===== src/rtl/deq_pkg.sv =====
// deq_pkg: shared types, sizes and helpers for the double-ended queue
// no dependencies; imported by every module of the block except deq_ram
package deq_pkg;

   // sizes
   localparam int DEPTH  = 8;
   localparam int DATA_W = 32;
   localparam int ADDR_W = $clog2(DEPTH);
   localparam int CNT_W  = $clog2(DEPTH + 1);
   localparam int SUM_W  = CNT_W + 1;
   localparam int OCC_W  = 4;

   // requested action codes
   typedef enum logic [1:0] {
      ACT_PUSH_FRONT = 2'd0,
      ACT_PUSH_BACK  = 2'd1,
      ACT_POP_FRONT  = 2'd2,
      ACT_POP_BACK   = 2'd3
   } action_type;

   // result status codes
   typedef enum logic [1:0] {
      ST_OK    = 2'd0,
      ST_FULL  = 2'd1,
      ST_EMPTY = 2'd2
   } status_type;

   // input item
   typedef struct packed {
      action_type                action;
      logic signed [DATA_W-1:0]  value;
   } req_type;

   // result item
   typedef struct packed {
      status_type                status;
      logic signed [DATA_W-1:0]  popped_value;
      logic [OCC_W-1:0]          occupancy;
   } rsp_type;

   // commands from controller to datapath
   typedef struct packed {
      logic take_item;
      logic load_rsp;
   } cmd_type;

   // fold a sum below twice the depth back onto a slot index
   function automatic logic [ADDR_W-1:0] slot_wrap(input logic [SUM_W-1:0] s);
      logic [SUM_W-1:0] folded;
      folded = (s >= SUM_W'(DEPTH)) ? (s - SUM_W'(DEPTH)) : s;
      return folded[ADDR_W-1:0];
   endfunction

endpackage


===== src/rtl/double_ended_queue.sv =====
// double_ended_queue: top level of the circular-buffer deque
// depends on deq_pkg, deq_ctrl and deq_dp
//
// usage
// - req channel: req_valid/req_stall/req_data carry one action (push front,
//   push back, pop front, pop back) and a value used only by pushes
// - rsp channel: rsp_valid/rsp_stall/rsp_data carry one result per action:
//   status (ok, full, empty), the popped value (zero unless a pop succeeds)
//   and the number of entries held after the action
// - an action updates head and count at the cycle of its transfer; pops
//   read the entry ram there and the result register loads in the exec
//   state that follows, once the output register is free
// - one item is in work at a time, set by the registered read port of
//   the entry ram; the request side stays stalled while an item is in work
// - a finished result waits in the output register while the next request
//   is taken; if rsp_stall holds past that, the next item waits in work
//   and req_stall stays high until the output register frees up
// - reset empties the queue (head and count cleared) and drops rsp_valid;
//   entry contents are not cleared, as only written slots are ever read
module double_ended_queue (
   input  logic             clock,
   input  logic             reset,
   input  logic             req_valid,
   output logic             req_stall,
   input  deq_pkg::req_type req_data,
   output logic             rsp_valid,
   input  logic             rsp_stall,
   output deq_pkg::rsp_type rsp_data
);
   import deq_pkg::*;

   cmd_type cmd;

   // sequencing
   deq_ctrl u_ctrl (
      .clock     (clock),
      .reset     (reset),
      .req_valid (req_valid),
      .req_stall (req_stall),
      .rsp_valid (rsp_valid),
      .rsp_stall (rsp_stall),
      .cmd       (cmd)
   );

   // storage and pointers
   deq_dp u_dp (
      .clock    (clock),
      .reset    (reset),
      .cmd      (cmd),
      .req_data (req_data),
      .rsp_data (rsp_data)
   );

endmodule


===== src/rtl/deq_ram.sv =====
// deq_ram: generic single write port, single read port ram
// registered read data; no dependencies
module deq_ram #(
   parameter int WIDTH = 32,
   parameter int DEPTH = 8
) (
   input  logic                     clock,
   input  logic                     wr_en,
   input  logic [$clog2(DEPTH)-1:0] wr_addr,
   input  logic [WIDTH-1:0]         wr_data,
   input  logic                     rd_en,
   input  logic [$clog2(DEPTH)-1:0] rd_addr,
   output logic [WIDTH-1:0]         rd_data
);

   logic [WIDTH-1:0] mem_ff [DEPTH];
   logic [WIDTH-1:0] rd_data_ff;

   // write port
   always_ff @(posedge clock) begin
      if (wr_en) begin
         mem_ff[wr_addr] <= wr_data;
      end
   end

   // registered read port, holds between reads
   always_ff @(posedge clock) begin
      if (rd_en) begin
         rd_data_ff <= mem_ff[rd_addr];
      end
   end

   assign rd_data = rd_data_ff;

endmodule


===== src/rtl/deq_ctrl.sv =====
// deq_ctrl: sequencing state machine and result valid for the queue
// depends on deq_pkg
module deq_ctrl (
   input  logic             clock,
   input  logic             reset,
   input  logic             req_valid,
   output logic             req_stall,
   output logic             rsp_valid,
   input  logic             rsp_stall,
   output deq_pkg::cmd_type cmd
);
   import deq_pkg::*;

   typedef enum logic [1:0] {
      S_IDLE = 2'b01,
      S_EXEC = 2'b10
   } state_type;

   state_type state_ff, state_in;
   logic      rsp_valid_ff, rsp_valid_in;
   logic      take_item;
   logic      out_free;
   logic      load_rsp;

   // handshake decode
   assign req_stall = (state_ff != S_IDLE);
   assign take_item = req_valid && !req_stall;
   assign out_free  = !rsp_valid_ff || !rsp_stall;
   assign load_rsp  = (state_ff == S_EXEC) && out_free;

   // next state
   always_comb begin
      state_in = state_ff;
      case (state_ff)
         S_IDLE: begin
            if (take_item) state_in = S_EXEC;
         end
         S_EXEC: begin
            if (out_free) state_in = S_IDLE;
         end
         default: state_in = S_IDLE;
      endcase
   end

   // result valid holds until the transfer
   always_comb begin
      if (load_rsp) begin
         rsp_valid_in = 1'b1;
      end else begin
         rsp_valid_in = rsp_valid_ff && rsp_stall;
      end
   end

   always_ff @(posedge clock) begin
      if (reset) begin
         state_ff     <= S_IDLE;
         rsp_valid_ff <= 1'b0;
      end else begin
         state_ff     <= state_in;
         rsp_valid_ff <= rsp_valid_in;
      end
   end

   assign rsp_valid     = rsp_valid_ff;
   assign cmd.take_item = take_item;
   assign cmd.load_rsp  = load_rsp;

endmodule


===== src/rtl/deq_dp.sv =====
// deq_dp: head and count registers, entry ram and result register
// depends on deq_pkg and deq_ram
module deq_dp (
   input  logic             clock,
   input  logic             reset,
   input  deq_pkg::cmd_type cmd,
   input  deq_pkg::req_type req_data,
   output deq_pkg::rsp_type rsp_data
);
   import deq_pkg::*;

   logic [ADDR_W-1:0] head_ff, head_in;
   logic [CNT_W-1:0]  count_ff, count_in;
   status_type        status_ff, status_in;
   logic              pop_ok_ff, pop_ok_in;
   rsp_type           rsp_ff, rsp_in;

   logic              full, empty;
   logic [ADDR_W-1:0] front_prev, head_next;
   logic [SUM_W-1:0]  sum_tail, sum_last;
   logic [ADDR_W-1:0] tail_slot, last_slot;

   logic              wr_en, rd_en;
   logic [ADDR_W-1:0] wr_addr, rd_addr;
   logic [DATA_W-1:0] rd_data;

   // slot arithmetic
   assign full       = (count_ff == CNT_W'(DEPTH));
   assign empty      = (count_ff == '0);
   assign front_prev = (head_ff == '0) ? ADDR_W'(DEPTH - 1) : head_ff - ADDR_W'(1);
   assign head_next  = (head_ff == ADDR_W'(DEPTH - 1)) ? '0 : head_ff + ADDR_W'(1);
   assign sum_tail   = SUM_W'(head_ff) + SUM_W'(count_ff);
   assign sum_last   = sum_tail - SUM_W'(1);
   assign tail_slot  = slot_wrap(sum_tail);
   assign last_slot  = slot_wrap(sum_last);

   // action decode on an accepted item
   always_comb begin
      head_in   = head_ff;
      count_in  = count_ff;
      status_in = status_ff;
      pop_ok_in = pop_ok_ff;
      wr_en     = 1'b0;
      wr_addr   = tail_slot;
      rd_en     = 1'b0;
      rd_addr   = head_ff;
      if (cmd.take_item) begin
         status_in = ST_OK;
         pop_ok_in = 1'b0;
         case (req_data.action)
            ACT_PUSH_FRONT: begin
               if (full) begin
                  status_in = ST_FULL;
               end else begin
                  wr_en    = 1'b1;
                  wr_addr  = front_prev;
                  head_in  = front_prev;
                  count_in = count_ff + CNT_W'(1);
               end
            end
            ACT_PUSH_BACK: begin
               if (full) begin
                  status_in = ST_FULL;
               end else begin
                  wr_en    = 1'b1;
                  wr_addr  = tail_slot;
                  count_in = count_ff + CNT_W'(1);
               end
            end
            ACT_POP_FRONT: begin
               if (empty) begin
                  status_in = ST_EMPTY;
               end else begin
                  rd_en     = 1'b1;
                  rd_addr   = head_ff;
                  head_in   = head_next;
                  count_in  = count_ff - CNT_W'(1);
                  pop_ok_in = 1'b1;
               end
            end
            ACT_POP_BACK: begin
               if (empty) begin
                  status_in = ST_EMPTY;
               end else begin
                  rd_en     = 1'b1;
                  rd_addr   = last_slot;
                  count_in  = count_ff - CNT_W'(1);
                  pop_ok_in = 1'b1;
               end
            end
            default: begin
               status_in = ST_OK;
            end
         endcase
      end
   end

   // entry store
   deq_ram #(
      .WIDTH (DATA_W),
      .DEPTH (DEPTH)
   ) u_ram (
      .clock   (clock),
      .wr_en   (wr_en),
      .wr_addr (wr_addr),
      .wr_data (req_data.value),
      .rd_en   (rd_en),
      .rd_addr (rd_addr),
      .rd_data (rd_data)
   );

   // result register, loaded once the read data is back
   always_comb begin
      rsp_in = rsp_ff;
      if (cmd.load_rsp) begin
         rsp_in.status       = status_ff;
         rsp_in.popped_value = pop_ok_ff ? $signed(rd_data) : '0;
         rsp_in.occupancy    = OCC_W'(count_ff);
      end
   end

   // pointer state
   always_ff @(posedge clock) begin
      if (reset) begin
         head_ff  <= '0;
         count_ff <= '0;
      end else begin
         head_ff  <= head_in;
         count_ff <= count_in;
      end
   end

   // payload registers
   always_ff @(posedge clock) begin
      status_ff <= status_in;
      pop_ok_ff <= pop_ok_in;
      rsp_ff    <= rsp_in;
   end

   assign rsp_data = rsp_ff;

endmodule


===== config.mk =====
export PLATFORM = sky130hd
export DESIGN_NAME = double_ended_queue
export DESIGN_NICKNAME = d
export VERILOG_FILES = /design/src/rtl/deq_pkg.sv /design/src/rtl/double_ended_queue.sv /design/src/rtl/deq_ram.sv /design/src/rtl/deq_ctrl.sv /design/src/rtl/deq_dp.sv
export SDC_FILE = /design/constraint.sdc
export NUM_CORES = 1
export LEC_CHECK = 0
export BUFFER_PORTS_ARGS = -buffer_cell sky130_fd_sc_hd__buf_2
export CAP_MARGIN = 20
export CORE_MARGIN = 2
export CORE_UTILIZATION = 40
export CTS_BUF_LIST = sky130_fd_sc_hd__clkbuf_4 sky130_fd_sc_hd__clkbuf_8
export DETAILED_ROUTE_END_ITERATION = 10
export GPL_TIMING_DRIVEN = 0
export SLEW_MARGIN = 20
export SYNTH_ARGS = -nofsm -noshare
export SYNTH_HDL_FRONTEND = slang
export SYNTH_SLANG_ARGS = --single-unit

===== constraint.sdc =====
create_clock -name clock -period 8.3 [get_ports clock]
set_clock_uncertainty 0.05 [all_clocks]
set_input_delay 1.66 -clock clock [delete_from_list [all_inputs] [get_ports clock]]
set_output_delay 1.66 -clock clock [all_outputs]
set_load 0.1 [all_outputs]

Word-level counts from Yosys, hierarchy flattened
Memories as Yosys holds them, arrays and structs flattened. A register that Yosys moved wholly into a read port is not among the register bits.
Index checks and enable logic that the tools add are counted.

storage, ports and cells
  RAM bits = 256
  memories kept = 1
  logic and storage cells = 81
  bits in latches = 0
  input bits = 38
  register bits after elaboration = 51
  ROM bits = 0
  output and inout port bits = 40

memory list
  memory             depth  bits a word  read ports  clocked after Yosys merged registers in  wr ports  line           source
  u_dp.u_ram.mem_ff  8      32           1           1                                        1         deq_ram.sv:16  logic [WIDTH-1:0] mem_ff [DEPTH];

cells by class
  shifts and indexed selects = 0
  muxes and demuxes = 31
  magnitude comparators = 2
  add/sub/neg operators = 8
  reductions and logical operators = 16
  bitwise operators = 0
  multipliers = 0
  equality and inequality tests = 14
  div/mod/pow operators = 0

operators by type and width
  cell                                                                     count
  3-bit two-way mux                                                        12
  5-bit by 4-bit >= comparator with 1-bit output, second input constant    2
  1-bit two-way mux                                                        10
  3-bit by 1-bit subtractor with 3-bit output, second input constant       3
  4-bit two-way mux                                                        2
  2-bit inequality test, second input constant                             4
  2-bit case mux with 2 select lines                                       2
  4-bit case mux with 2 select lines                                       1
  2-bit == test, second input constant                                     3
  2-bit two-way mux                                                        3
  2-bit by 1-bit inequality test with 1-bit output, second input constant  3
  3-bit case mux with 2 select lines                                       1
  3-bit by 4-bit adder with 5-bit output                                   1
  5-bit by 1-bit subtractor with 5-bit output, second input constant       1
  4-bit by 1-bit adder with 4-bit output, second input constant            1
  2-bit by 1-bit == test with 1-bit output, second input constant          2
  4-bit == test, second input constant                                     1
  4-bit logical NOT                                                        1
  4-bit AND reduction                                                      1
  2-bit OR reduction                                                       2
  4-bit by 1-bit subtractor with 4-bit output, second input constant       1
  3-bit by 1-bit adder with 3-bit output, second input constant            1
  3-bit == test, second input constant                                     1
  1-bit logical AND                                                        3
  other kinds (7)                                                          9

Logic depth before layout (Yosys ltp)
  depth after elaboration = 7
  gate-level depth with buffers = 13
  depth with buffers taken out = 9

Modules after synthesis
From an unflattened synthesis, not the netlist that was laid out.

second synthesis, totals
  cell total of the unflattened synthesis = 590
  area, all modules = 13,081.3 sq um

by module, submodules not included
  module    sequential area each (sq um)  cells each  area each (sq um)  times used
  deq_ram   8,648.3                       415         10,786.6           1
  deq_dp    1,371.3                       160         2,159.6            1
  deq_ctrl  60.1                          15          135.1              1

Least setup slack after synthesis
Ideal clock, no wire load.

  kind = input to register
  start = in req_valid
  end = mem u_dp.u_ram.mem_ff[5][0], enable pin
  required time = 7,782 ps
  setup slack = 2,694 ps
  arrival = 5,088 ps
  path buffers = 0
  stages on the path = 5
  setup time = 468 ps
  cell sequence = nor4bb_1 -> and3_1 -> mux2i_1 -> a21oi_1 -> nor3b_1

between the ends
  word-level cells in the longest chain between the ends = 4
  elaborated cells on any way between the ends = 5
  classes of those cells = mux (4); reduce/logical (1)

ends and longest elaborated chain
  element                                  line                      source
  start, declared                          double_ended_queue.sv:23  input logic req_valid,
  1-bit logical AND *                      deq_ctrl.sv:27            assign take_item = req_valid && !req_stall;
  1-bit two-way mux                        deq_dp.sv:47              if (cmd.take_item) begin
  1-bit two-way mux                        deq_ram.sv:21             if (wr_en) begin
  1-bit two-way mux (not written as such)  deq_ram.sv:22             mem_ff[wr_addr] <= wr_data;
  end, declared                            deq_ram.sv:16

Every way passes the cells marked *; elsewhere a longest branch is shown, timed or not.

Final worst setup path
  start = reg u_dp.head_ff[1]
  end = reg u_dp.u_ram.rd_data_ff[25], in the netlist u_dp.u_ram.rd_data[25] (read register of u_dp.u_ram.mem_ff), data pin

between the ends
  word-level cells in the longest chain between the ends = 7
  elaborated cells on any way between the ends = 8
  classes of those cells = add/sub (3); order compare (1); mux (4)

ends and longest elaborated chain
  element                                                                                                        line           source
  start, declared                                                                                                deq_dp.sv:12   logic [ADDR_W-1:0] head_ff, head_in;
  start signal, assigned                                                                                         deq_dp.sv:128  head_ff <= head_in;
  3-bit by 4-bit adder with 5-bit output                                                                         deq_dp.sv:32   assign sum_tail = SUM_W'(head_ff) + SUM_W'(count_ff);
  5-bit by 1-bit subtractor with 5-bit output                                                                    deq_dp.sv:33   assign sum_last = sum_tail - SUM_W'(1);
  5-bit by 4-bit >= comparator with 1-bit output or 3-bit by 1-bit subtractor with 3-bit output (tied branches)  deq_pkg.sv:50  folded = (s >= SUM_W'(DEPTH)) ? (s - SUM_W'(DEPTH)) : s;
  3-bit two-way mux                                                                                              deq_pkg.sv:50
  3-bit two-way mux                                                                                              deq_dp.sv:82   if (empty) begin
  3-bit two-way mux                                                                                              --
  3-bit two-way mux *                                                                                            deq_dp.sv:47
  end, declared                                                                                                  deq_ram.sv:17  logic [WIDTH-1:0] rd_data_ff;

Marks and branches as above.
A chain may end at the register's enable or synchronous reset.

==> metrics.cfg <==
[outcome]
status=finished, final reports clean

[die]
die-area_um2=44400
core.rowCount=75
start_util_pct=40.6
die_w_um=211
core_um2=42000
dieHeight_um=211
io_pins=78

[setup_path]
crit_chain=inv_1 > clkbuf_1 > clkbuf_1 > fa_1 > ha_1 > clkbuf_1 > clkbuf_1 > clkbuf_1 > nand2_1 > a211oi_1 > a311oi_1 > mux2i_1 > mux2_2
timing.rr.start=u_dp.head_ff[1]
critPathKind=reg -> reg
crit_path_end_kind=flop
crit_required_ns=8.76
crit_arrival_ns=5.76
rr_endpoint=u_dp.u_ram.rd_data[25]
rr_worst_depth=13
worst-path-buf-inv=6
path_max_fanout=12
crit_family=buffers and inverters
rrSetupSlack_ns=3.00
cp_common_cell=clkbuf_1
start_kind=flop
slowest_stage=clkbuf_1
cp_slowest_stage_delay_ns=0.65

[pwr]
p_seq_share_pct=44.0
power-per-cell-area_nw_per_um2=229
leakagePower_nw=6.66
power_frac_clock_pct=32.4
p_int_w=0.00305
power_switching_w=0.00142
combPwrFrac_pct=23.7
peakVddDrop_mv=0.110
p_sw_share_pct=31.8

[cts]
numClockSinks=339
clk_pin_slew_ns=0.06
cts_tree=built
ctsHtreeMaxLevel=2
insertion_delay_ns=0.64
holdBufCountCts=0
cts_buffers=57
cts_setup_buffers=0
clockBufferDepth=3
cts_resized=0
root_buffer=clkbuf_8

[yosys]
synth-async-reset-ratio_pct=0
synthMuxAreaShare_pct=6.10
synth_xor_area_share_pct=0.359
ys_seq_area_share_pct=59.0
syn_inst=1476
ys_warn_count=0
yosysTopAreaCell=edfxtp_1
synth_compound_area_share_pct=16.9
synth_top_family_by_area=compound AO/OA/AOI/OAI gates
syn_area_um2=17100
ys.flop_type=edfxtp_1
synth.top_cell.area_share_pct=57.8
synth.distinct_cells=39
synthSimpleGateAreaFrac_pct=12.8
avgSynthCellArea_um2=11.6
yosys.area_share.adder_pct=0.820
syn_nets=1524
synth_edf_count=329
synth-seq-cells=339
synth.area.top_cells=edfxtp_1 58%, a311oi_1 6.6%, nand2_1 5.8%

[place]
dp_hpwl_mm=36.6
port_buffers=76
place_congestion=0.870

[global_route]
grt_use_total_pct=23.4
grt.overflow.total=0
grt_pass1_vias=13119
grt_max_degree=30
antenna_found_initial=0
grt_pass1_wl_mm=78.0

[timing]
max_slew_margin_pct=35.0
tightestPinTransition_ns=0.972
finalCritPeriodShare_pct=63.8
setup_violations=0
hold_slack_ns=0.383
setup-tns-final_ns=0
finalHoldViolCount=0
finalMaxSlewViolations=0
fmax_mhz=189
layout_min_cycle_time_ns=5.30
rsz0062_at_grt=false

[drt]
vias=13219
drt_iter0_drc=1397
wirelength_mm=52.9
ant_nets=0
viasPerCell=5.95
dr.pass1.iters=5
wl_per_cell_um=23.8
drcViolationCount=0

[job]
drv_cap=0

[cells_and_area]
nets=1687
num_antenna_cells=0
layout-drive-gt1-share_pct=16.8
final_cell_mix=329 x edfxtp_1, 263 x nand2_1, 141 x a21oi_1
syn_to_final_growth_pct=14.6
final_common_cell=edfxtp_1

[hold_path]
hold_depth=0
min-delay-start=u_dp.status_ff[0]
hold_end=u_dp.rsp_data[36]
hold_class=reg -> reg

==> cell families (layout without fill, tap and decap cells) <==
family | count (synthesis) | in the layout
fa+ha+maj | 10 | 10
simple gates | 458 | 458
compound gates | 409 | 409
mux | 100 | 100
flops | 339 | 339
buf+inv | 153 | 360
xor+xnor | 7 | 7
==> layout make-up <==
class / count / area (µm²)
repair buffers: 104 / 659
fillers: 3808 / 22500
multi-input cells: 984 / 6390
flip-flops and latches: 339 / 10100
inverters: 10 / 37.5
clock buffers: 79 / 962
clock inverters: 24 / 131
well taps: 539 / 674
plain buffers: 143 / 641
==> registers in the layout (all words and copies together) (netlist names) <==
register,count
u_dp.u_ram.mem_ff,256
u_dp.rsp_data,38
u_dp.u_ram.rd_data,32
u_dp.count_ff,4
u_dp.head_ff,3
u_ctrl.state_ff,2
u_dp.status_ff,2
u_ctrl.rsp_valid,1
u_dp.pop_ok_ff,1
==> through the flow <==
step	worst slack [ns]	cell area (µm²)	utilization [%]	power [W]	std cells
2_1_floorplan	2.69	17100	-	0.00264	1476
3_3_place_gp	0.228	18100	43.1	0.00299	2091
3_5_place_dp	3.13	18500	44.0	0.00303	2119
4_1_cts	3.10	19600	46.6	0.00447	2222
5_1_grt	2.83	19600	46.6	0.00464	2222
6_report	3.00	19600	46.6	0.00447	2222
==> power groups by stage <==
stage	Sequential [W]	Combinational, W	Clock [W]
final	0.00197	0.00106	0.00145
after detailed placement	0.00200	0.00103	0
after floorplan	0.00202	0.000626	0
after global routing	0.00197	0.00112	0.00155
after global placement	0.00201	0.000989	0
after CTS	0.00197	0.00104	0.00147
==> worst max-delay path by stage <==
stage	slack, ns	endpoint	startpoint	cells after the start
global route	2.83	u_dp.u_ram.rd_data[25]	u_dp.head_ff[1]	13
global placement	0.23	u_dp.u_ram.mem_ff[5][12]	req_data[33]	6
detailed placement	3.13	u_dp.u_ram.rd_data[25]	u_dp.head_ff[1]	13
CTS	3.10	u_dp.u_ram.rd_data[25]	u_dp.head_ff[1]	13
finish	3.00	u_dp.u_ram.rd_data[25]	u_dp.head_ff[1]	13
floorplan	2.69	u_dp.u_ram.mem_ff[5][0]	req_valid	5
==> layer usage <==
metal | global-route usage [%] | vias to the layer above | share of wire (%)
li1 | - | 5951 | -
met4 | 11.6 | 0 | 4.2
met2 | 37.6 | 691 | 46
met1 | 30.5 | 6448 | 42
met5 | 0 | - | 0
met3 | 4.61 | 129 | 8.4
==> cell usage after synthesis, types with 2 or more instances <==
cell	number
clkbuf_1	88
buf_1	10
nor3b_1	2
buf_2	35
ha_1	8
buf_4	4
nor3_1	7
dfxtp_1	10
edfxtp_1	329
fa_1	2
a211oi_1	131
nand2b_1	130
or3_1	2
buf_6	6
mux2_2	33
nand3b_1	2
nand2_1	263
xnor2_1	4
mux2i_1	67
a21oi_1	142
xor2_1	3
o21ai_0	2
a21o_1	3
and2_1	33
nor2_1	11
a311oi_1	128
inv_1	9
==> worst reg2reg max path, delay by kind of cell, from the launching register on <==
kind            cells  cell delay, ns
buf+inv             6            2.70
flops               1            0.39
simple gates        1            0.10
fa+ha+maj           2            1.02
compound gates      2            0.39
mux                 2            0.51
Power figures use the tool's default switching activity.
